<file path="config.mk">
export PLATFORM = sky130hd
export DESIGN_NAME = stack_with_search_remove
export DESIGN_NICKNAME = d
export VERILOG_FILES = /design/src/hw/rtl/sws_pkg.sv /design/src/hw/rtl/sws_ram.sv /design/src/hw/rtl/sws_ctrl.sv /design/src/hw/rtl/stack_with_search_remove.sv
export VERILOG_INCLUDE_DIRS = /design/src /design/src/hw/rtl
export SDC_FILE = /design/constraint.sdc
export NUM_CORES = 1
export LEC_CHECK = 0
export ABC_AREA = 1
export BUFFER_PORTS_ARGS = -buffer_cell sky130_fd_sc_hd__buf_2
export CAP_MARGIN = 0
export CORE_ASPECT_RATIO = 0.75
export CORE_MARGIN = 4
export CORE_UTILIZATION = 45
export DETAILED_ROUTE_END_ITERATION = 12
export SLEW_MARGIN = 20
export SYNTH_ARGS = -nofsm -noshare
export SYNTH_HDL_FRONTEND = slang
export SYNTH_SLANG_ARGS = --single-unit
</file>
<file path="constraint.sdc">
create_clock -name i_clk -period 3.9 [get_ports i_clk]
set_input_delay 0.78 -clock i_clk [delete_from_list [all_inputs] [get_ports i_clk]]
set_output_delay 0.78 -clock i_clk [all_outputs]
set_load 0.02 [all_outputs]
</file>
<file path="src/hw/rtl/stack_with_search_remove_defines.svh">
// ----------------------------------------------------------------------------
// Stack with search and remove: assertion macros
// Shared concurrent assertion forms used by the RTL of this block.
// ----------------------------------------------------------------------------
`ifndef STACK_WITH_SEARCH_REMOVE_DEFINES_SVH
`define STACK_WITH_SEARCH_REMOVE_DEFINES_SVH

// The consequent must hold in the same cycle as the antecedent.
`define SWS_ASSERT_SAME(label, clk, rst_n, ante, cons) \
    label: assert property (@(posedge clk) disable iff (!(rst_n)) (ante) |-> (cons)) \
        else $error("Assertion failed in the same cycle.");

// The consequent must hold in the cycle after the antecedent.
`define SWS_ASSERT_NEXT(label, clk, rst_n, ante, cons) \
    label: assert property (@(posedge clk) disable iff (!(rst_n)) (ante) |=> (cons)) \
        else $error("Assertion failed one cycle later.");

`endif

</file>
<file path="src/hw/rtl/sws_pkg.sv">
// ----------------------------------------------------------------------------
// Stack with search and remove: package
// Sizes, command and status codes and the result record shared by the RTL.
// ----------------------------------------------------------------------------
`timescale 1ns / 1ps

package sws_pkg;

    localparam int DEPTH      = 16;
    localparam int AW         = $clog2(DEPTH);
    localparam int CW         = $clog2(DEPTH + 1);
    localparam int DATA_W     = 32;
    localparam int CMD_W      = 2;
    localparam int POS_W      = 4;
    localparam int COUNT_W    = 5;

    localparam logic [CMD_W-1:0] CMD_PUSH   = 2'd0;
    localparam logic [CMD_W-1:0] CMD_SEARCH = 2'd1;
    localparam logic [CMD_W-1:0] CMD_REMOVE = 2'd2;

    typedef enum logic [1:0] {
        ST_OK      = 2'd0,
        ST_FULL    = 2'd1,
        ST_MISSING = 2'd2
    } t_status;

    typedef struct packed {
        logic               valid;
        t_status            status;
        logic [POS_W-1:0]   position;
        logic [COUNT_W-1:0] count;
    } t_result;

endpackage

</file>
<file path="src/hw/rtl/sws_ram.sv">
// ----------------------------------------------------------------------------
// Generic single-port-write, single-port-read RAM
// One write and one registered read per cycle.
// ----------------------------------------------------------------------------
`timescale 1ns / 1ps

module sws_ram #(
    parameter int WIDTH = 32,
    parameter int DEPTH = 16
) (
    input  logic                     i_clk,
    input  logic                     i_we,
    input  logic [$clog2(DEPTH)-1:0] i_waddr,
    input  logic [WIDTH-1:0]         i_wdata,
    input  logic [$clog2(DEPTH)-1:0] i_raddr,
    output logic [WIDTH-1:0]         o_rdata
);

    logic [WIDTH-1:0] r_mem [DEPTH];
    logic [WIDTH-1:0] r_rdata;

    always_ff @(posedge i_clk) begin
        if (i_we) begin
            r_mem[i_waddr] <= i_wdata;
        end
        r_rdata <= r_mem[i_raddr];
    end

    assign o_rdata = r_rdata;

endmodule

</file>
<file path="src/hw/rtl/sws_ctrl.sv">
// ----------------------------------------------------------------------------
// Stack with search and remove: sequencer
// Walks the entry memory one entry at a time for search and remove, and closes the gap
// after a removal by moving the upper entries down one place each.
// ----------------------------------------------------------------------------
`timescale 1ns / 1ps

module sws_ctrl (
    input  logic                              i_clk,
    input  logic                              i_rst_n,
    input  logic                              i_start,
    input  logic [sws_pkg::CMD_W-1:0]         i_command,
    input  logic [sws_pkg::DATA_W-1:0]        i_value,
    output logic                              o_busy,
    output sws_pkg::t_result                  o_res,
    output logic                              o_we,
    output logic [sws_pkg::AW-1:0]            o_waddr,
    output logic [sws_pkg::DATA_W-1:0]        o_wdata,
    output logic [sws_pkg::AW-1:0]            o_raddr,
    input  logic [sws_pkg::DATA_W-1:0]        i_rdata
);

    typedef enum logic [2:0] {
        S_IDLE,
        S_RD,
        S_CMP,
        S_SH_RD,
        S_SH_WR
    } t_state;

    t_state                        r_state, n_state;
    logic [sws_pkg::CMD_W-1:0]     r_cmd, n_cmd;
    logic [sws_pkg::DATA_W-1:0]    r_value, n_value;
    logic [sws_pkg::CW-1:0]        r_count, n_count;
    logic [sws_pkg::AW-1:0]        r_idx, n_idx;
    logic [sws_pkg::POS_W-1:0]     r_pos, n_pos;
    logic [sws_pkg::CW-1:0]        idx_w;
    logic [sws_pkg::CW-1:0]        pos_w;

    assign idx_w = sws_pkg::CW'(r_idx);
    assign pos_w = r_count - sws_pkg::CW'(1) - idx_w;

    always_comb begin
        n_state = r_state;
        n_cmd   = r_cmd;
        n_value = r_value;
        n_count = r_count;
        n_idx   = r_idx;
        n_pos   = r_pos;
        o_we    = 1'b0;
        o_waddr = r_idx;
        o_wdata = r_value;
        o_raddr = r_idx;
        o_res   = '0;
        case (r_state)
            S_IDLE: begin
                if (i_start) begin
                    n_cmd   = i_command;
                    n_value = i_value;
                    case (i_command)
                        sws_pkg::CMD_PUSH: begin
                            if (r_count >= sws_pkg::CW'(sws_pkg::DEPTH)) begin
                                o_res.valid  = 1'b1;
                                o_res.status = sws_pkg::ST_FULL;
                                o_res.count  = sws_pkg::COUNT_W'(r_count);
                            end else begin
                                o_we         = 1'b1;
                                o_waddr      = r_count[sws_pkg::AW-1:0];
                                o_wdata      = i_value;
                                n_count      = r_count + sws_pkg::CW'(1);
                                o_res.valid  = 1'b1;
                                o_res.status = sws_pkg::ST_OK;
                                o_res.count  = sws_pkg::COUNT_W'(n_count);
                            end
                        end
                        sws_pkg::CMD_SEARCH, sws_pkg::CMD_REMOVE: begin
                            if (r_count == '0) begin
                                o_res.valid  = 1'b1;
                                o_res.status = sws_pkg::ST_MISSING;
                                o_res.count  = sws_pkg::COUNT_W'(r_count);
                            end else begin
                                n_idx   = sws_pkg::AW'(r_count - sws_pkg::CW'(1));
                                n_state = S_RD;
                            end
                        end
                        default: begin
                            o_res.valid  = 1'b1;
                            o_res.status = sws_pkg::ST_OK;
                            o_res.count  = sws_pkg::COUNT_W'(r_count);
                        end
                    endcase
                end
            end
            S_RD: begin
                n_state = S_CMP;
            end
            S_CMP: begin
                if (i_rdata == r_value) begin
                    n_pos = sws_pkg::POS_W'(pos_w);
                    if (r_cmd == sws_pkg::CMD_REMOVE &&
                        (idx_w + sws_pkg::CW'(1)) < r_count) begin
                        n_state = S_SH_RD;
                    end else begin
                        if (r_cmd == sws_pkg::CMD_REMOVE) begin
                            n_count = r_count - sws_pkg::CW'(1);
                        end
                        o_res.valid    = 1'b1;
                        o_res.status   = sws_pkg::ST_OK;
                        o_res.position = sws_pkg::POS_W'(pos_w);
                        o_res.count    = sws_pkg::COUNT_W'(n_count);
                        n_state        = S_IDLE;
                    end
                end else if (r_idx == '0) begin
                    o_res.valid  = 1'b1;
                    o_res.status = sws_pkg::ST_MISSING;
                    o_res.count  = sws_pkg::COUNT_W'(r_count);
                    n_state      = S_IDLE;
                end else begin
                    n_idx   = r_idx - sws_pkg::AW'(1);
                    n_state = S_RD;
                end
            end
            S_SH_RD: begin
                o_raddr = r_idx + sws_pkg::AW'(1);
                n_state = S_SH_WR;
            end
            S_SH_WR: begin
                o_we    = 1'b1;
                o_waddr = r_idx;
                o_wdata = i_rdata;
                if ((idx_w + sws_pkg::CW'(2)) < r_count) begin
                    n_idx   = r_idx + sws_pkg::AW'(1);
                    n_state = S_SH_RD;
                end else begin
                    n_count        = r_count - sws_pkg::CW'(1);
                    o_res.valid    = 1'b1;
                    o_res.status   = sws_pkg::ST_OK;
                    o_res.position = r_pos;
                    o_res.count    = sws_pkg::COUNT_W'(n_count);
                    n_state        = S_IDLE;
                end
            end
            default: begin
                n_state = S_IDLE;
            end
        endcase
    end

    always_ff @(posedge i_clk) begin
        if (!i_rst_n) begin
            r_state <= S_IDLE;
            r_count <= '0;
        end else begin
            r_state <= n_state;
            r_count <= n_count;
        end
        r_cmd   <= n_cmd;
        r_value <= n_value;
        r_idx   <= n_idx;
        r_pos   <= n_pos;
    end

    assign o_busy = (r_state != S_IDLE);

endmodule

</file>
<file path="src/hw/rtl/stack_with_search_remove.sv">
// ----------------------------------------------------------------------------
// Stack with search and remove
// Bounded stack of 32-bit values with push, search from the top and removal
// of the match nearest the top.
// ----------------------------------------------------------------------------
// A command transfer is taken at a rising edge where start is high and busy
// is low; i_command selects push, search or remove and i_value carries the
// operand. Every command gives exactly one result, shown for one cycle with
// o_valid high, carrying o_status, o_position and o_count.
// Push and an unused command give their result in the cycle after the transfer.
// Search and remove walk the entry memory from the top, a read state and then
// a compare state for each entry examined, since each compare waits on the
// registered memory read. A removal then moves each entry above the match
// down one place, by a read and then a write. The worst case is removing the
// bottom entry of a full stack: sixteen entries are examined and fifteen moved
// down, and the result shows in the cycle in which busy falls.
// busy stays high while the sequencer walks the memory.
// Reset empties the stack; the entry memory itself is not cleared, and only
// entries below the fill count are ever read.
// The receiver cannot stall: each result must be taken in its cycle.
// ----------------------------------------------------------------------------
`timescale 1ns / 1ps
`include "stack_with_search_remove_defines.svh"

module stack_with_search_remove (
    input  logic                             i_clk,
    input  logic                             i_rst_n,
    input  logic                             start,
    output logic                             busy,
    input  logic [sws_pkg::CMD_W-1:0]        i_command,
    input  logic signed [sws_pkg::DATA_W-1:0] i_value,
    output logic                             o_valid,
    output logic [1:0]                       o_status,
    output logic [sws_pkg::POS_W-1:0]        o_position,
    output logic [sws_pkg::COUNT_W-1:0]      o_count
);

    sws_pkg::t_result                 res;
    sws_pkg::t_result                 r_res;
    logic                             ram_we;
    logic [sws_pkg::AW-1:0]           ram_waddr;
    logic [sws_pkg::DATA_W-1:0]       ram_wdata;
    logic [sws_pkg::AW-1:0]           ram_raddr;
    logic [sws_pkg::DATA_W-1:0]       ram_rdata;

    sws_ctrl u_ctrl (
        .i_clk     (i_clk),
        .i_rst_n   (i_rst_n),
        .i_start   (start),
        .i_command (i_command),
        .i_value   (i_value),
        .o_busy    (busy),
        .o_res     (res),
        .o_we      (ram_we),
        .o_waddr   (ram_waddr),
        .o_wdata   (ram_wdata),
        .o_raddr   (ram_raddr),
        .i_rdata   (ram_rdata)
    );

    sws_ram #(
        .WIDTH (sws_pkg::DATA_W),
        .DEPTH (sws_pkg::DEPTH)
    ) u_ram (
        .i_clk   (i_clk),
        .i_we    (ram_we),
        .i_waddr (ram_waddr),
        .i_wdata (ram_wdata),
        .i_raddr (ram_raddr),
        .o_rdata (ram_rdata)
    );

    always_ff @(posedge i_clk) begin
        if (!i_rst_n) begin
            r_res.valid <= 1'b0;
        end else begin
            r_res.valid <= res.valid;
        end
        r_res.status   <= res.status;
        r_res.position <= res.position;
        r_res.count    <= res.count;
    end

    assign o_valid    = r_res.valid;
    assign o_status   = r_res.status;
    assign o_position = r_res.position;
    assign o_count    = r_res.count;

    `SWS_ASSERT_SAME(a_full_at_depth, i_clk, i_rst_n,
        o_valid && o_status == sws_pkg::ST_FULL,
        o_count == sws_pkg::COUNT_W'(sws_pkg::DEPTH))
    `SWS_ASSERT_SAME(a_missing_pos_zero, i_clk, i_rst_n,
        o_valid && o_status == sws_pkg::ST_MISSING,
        o_position == '0)
    `SWS_ASSERT_SAME(a_no_result_on_walk_start, i_clk, i_rst_n,
        $rose(busy),
        !o_valid)
    `SWS_ASSERT_NEXT(a_push_quick, i_clk, i_rst_n,
        start && !busy && i_command == sws_pkg::CMD_PUSH,
        o_valid && !busy)

endmodule
</file>
==> run metrics <==
final core utilization=a little over half; post-CTS setup buffers=0; DIE AREA=60100 µm²; Seq/Total Area, Yosys=between 60% and 70%; final hold violations=0; Slew @ Worst Pin=984 ps; vias per cell=approximately 5.6; # diodes=0; Max Freq=~320 MHz; min Tclk post-route=roughly 3100 ps; TritonRoute pass-1 iters=6; Synth Area in Simple Gates=12.5%; Worst EP arrival=between 3000 and 4000 ps; TNS Setup=0 ps; vias in the first global route=between 15000 and 20000; Critical Path RT=approximately 4400 ps; largest family of logic cells by synthesized area=simple AND/OR/NAND/NOR gates; Worst Skew=about 13 ps; worst hold slack=~370 ps; Crit. End Element=flip-flop; Synth Instances=2185; clock power share=between 30% and 40%; via count=between 15000 and 20000; Synth cell types=36; # setup viols final=0; Yosys warnings=0; Post-CTS Hold Fix Bufs=0; CTS resizes=0; GRT Total Usage=22.7%; wire length per cell after detailed routing=22.3 µm; clock-pin slew on the worst setup and hold paths=about 60 ps; syn nets=2245; FP Rows=74; Max-Cap Viols=0; initial antenna violation count=1; HPWL after DPL=between 40000 and 50000 µm; min-delay worst type=input pin to flip-flop; Final Slew Violations=0; Switching Fraction=a little under a third; FILL cells=between 4000 and 5000; core area=approximately 55000 µm²; sw power=about 6.1 mW; clock sink count=roughly 610; DIE HEIGHT=roughly 210 µm; internal power=about 13 mW; adder-cell share of the synthesized area=1.17%; first-pass GRT wire length=a little over 100000 µm; Final period util=roughly 79%; CTS tree=done; pin count of the biggest net entering global routing=just under 80; Clock Tree Buf Depth=3; Initial DRC Count=approximately 2100; final wirelength=slightly below 70000 µm; post-synthesis xor/xnor area fraction=less than 1%; Flop pwr share=roughly 42%; Layout area overhead=15.2%; clk_lat worst skew=between 600 and 700 ps; crit start category=flip-flop; compound-gate portion of the synthesized area=between 10% and 20%; clock root cell=clkbuf_16; synthesized cell area=around 25000 µm²; P_leak=between 10 and 15 nW; IO Pins=50; Detail Route Antenna Nets=0; flop and latch count out of synthesis=606; Avg Cell Area, Syn=around 12 µm²; Residual DRC=0; port bufs=just under 50; routability cong.=~0.9; TritonCTS buffer count=59; total congestion overflow=0; Max FO, Critical Path=53; Post-DP Area=27100 µm²; cell area after layout=around 29000 µm²; peak supply drop=slightly below 0.4 mV; width of the die=282 µm; outcome=completed; layout cells sized above 1=approximately an eighth; Max-slew headroom=between 30 and 40%; kind of critical path=flip-flop to flip-flop; post-synthesis mux area share=0%; CTS H-tree lvls=2; Nets=approximately 2300; RSZ-0062 raised after global routing=false; Power Density=~650 nW/µm²; initial core utilization=between 40 and 50%; Logic pwr share=roughly a quarter
-- per-stage QoR --
stage | std cells | setup slack, ps | power [mW]
global placement | 2943 | 608 | 13.0
floorplan | 2185 | 116 | 11.2
CTS | 3053 | 823 | 19.1
detailed placement | 2943 | 531 | 13.1
finish | 3053 | 803 | 19.0
global route | 3053 | 561 | 20.0
-- power groups by stage --
stage                     sequential, mW  combinational, mW  clock [mW]
after global routing                8.08               5.51        6.38
after detailed placement            8.19               4.93           0
final                               8.06               4.98        5.98
after global placement              8.18               4.85           0
after floorplan                     8.15               3.08           0
after CTS                           8.05               4.96        6.08
-- cells by family after synthesis --
kind of cell,count (synthesis)
AO/OA/AOI/OAI,496
buffers and inverters,261
XOR/XNOR,24
adder cells (fa/ha/maj),23
flip-flops,606
AND/OR/NAND/NOR,775
-- sequential cells by signal (all words and copies together) (netlist names), 3 cells and up --
register,count
u_ctrl.r_idx,4
u_ctrl.r_value,32
u_ctrl.r_count,5
u_ram.r_mem,512
o_count,5
u_ram.o_rdata,32
o_position,4
u_ctrl.r_state,3
u_ctrl.r_pos,4
-- cells in the mapped netlist --
cell type | number | area share (%)
xnor2_1 | 17 | 0.59
a31oi_1 | 3 | 0.074
nor3_1 | 6 | 0.12
edfxtp_1 | 554 | 66
a211oi_1 | 2 | 0.059
dfxtp_1 | 52 | 4.1
nor2_2 | 2 | 0.050
nor2_1 | 428 | 6.4
o31ai_1 | 1 | 0.030
nand3_4 | 1 | 0.069
or2_2 | 2 | 0.050
nand3_1 | 141 | 2.8
nand4_1 | 9 | 0.22
nand2_1 | 182 | 2.7
clkinv_1 | 9 | 0.13
xor2_2 | 2 | 0.13
buf_4 | 3 | 0.089
buf_2 | 76 | 1.5
o21ai_2 | 1 | 0.035
a221oi_1 | 8 | 0.28
clkbuf_1 | 33 | 0.49
nand2_2 | 2 | 0.050
o22ai_1 | 11 | 0.27
a21oi_1 | 28 | 0.55
inv_1 | 118 | 1.8
inv_2 | 15 | 0.22
ha_1 | 22 | 1.1
o221ai_1 | 11 | 0.38
nor2_4 | 1 | 0.045
nand3b_1 | 1 | 0.030
buf_1 | 7 | 0.10
o21ai_0 | 151 | 3.0
o211ai_1 | 100 | 3.0
fa_1 | 1 | 0.079
o21ai_1 | 180 | 3.6
xor2_1 | 5 | 0.17
-- metal layers --
layer / part of all wire (%) / global-route usage (%)
met2: 44 / 33.9
met3: 8.5 / 4.33
met1: 46 / 34.8
met5: 0 / 0
met4: 1.7 / 5.09
-- critical path, stage by stage (launching register included) --
cell      delay, ps
edfxtp_1        570
inv_2           220
ha_1            360
inv_1            90
o21ai_4         630
buf_12          330
buf_12          210
nor2_1           60
o21ai_1         150
o211ai_1        130
nand3_1         110
nand2_1          60
-- cells in the final DEF (no fill, tap or decap), types with 13 or more instances in the layout --
cell	count
edfxtp_1	554
nor2_1	411
o21ai_1	189
nand2_1	182
nand3_1	141
o21ai_0	139
inv_1	117
o211ai_1	100
buf_4	88
clkbuf_16	61
dfxtp_1	52
buf_2	49
a21oi_1	28
ha_1	22
buf_12	18
nor2_4	17
xnor2_1	17
inv_2	16
clkinv_2	13
-- path summary, 6_finish.rpt --
check / start / endpoint / slack (ps) / cells after the start
setup / recovery: u_ctrl.r_idx[0]$_DFFE_PP_ / u_ram.o_rdata[20]$_DFF_P_ / 800 / 11
hold / removal: i_value[7] / u_ctrl.r_value[7]$_DFFE_PP_ / 370 / 1
setup reg to reg: u_ctrl.r_idx[0]$_DFFE_PP_ / u_ram.o_rdata[20]$_DFF_P_ / 800 / 11
hold reg to reg: u_ctrl.r_pos[0]$_DFFE_PP_ / o_position[0]$_DFF_P_ / 450 / 2
-- layout make-up --
class | instances | area [µm²] | area share, %
clock inverter | 31 | 393 | 1.35
inverter | 142 | 533 | 1.83
timing repair buffer | 155 | 1270 | 4.35
multi-input combinational | 1318 | 6690 | 23.0
tap | 722 | 903 | 3.10
clock buffer | 79 | 1650 | 5.68
sequential | 606 | 17700 | 60.7
No activity file was read; power rests on OpenSTA's default activity.
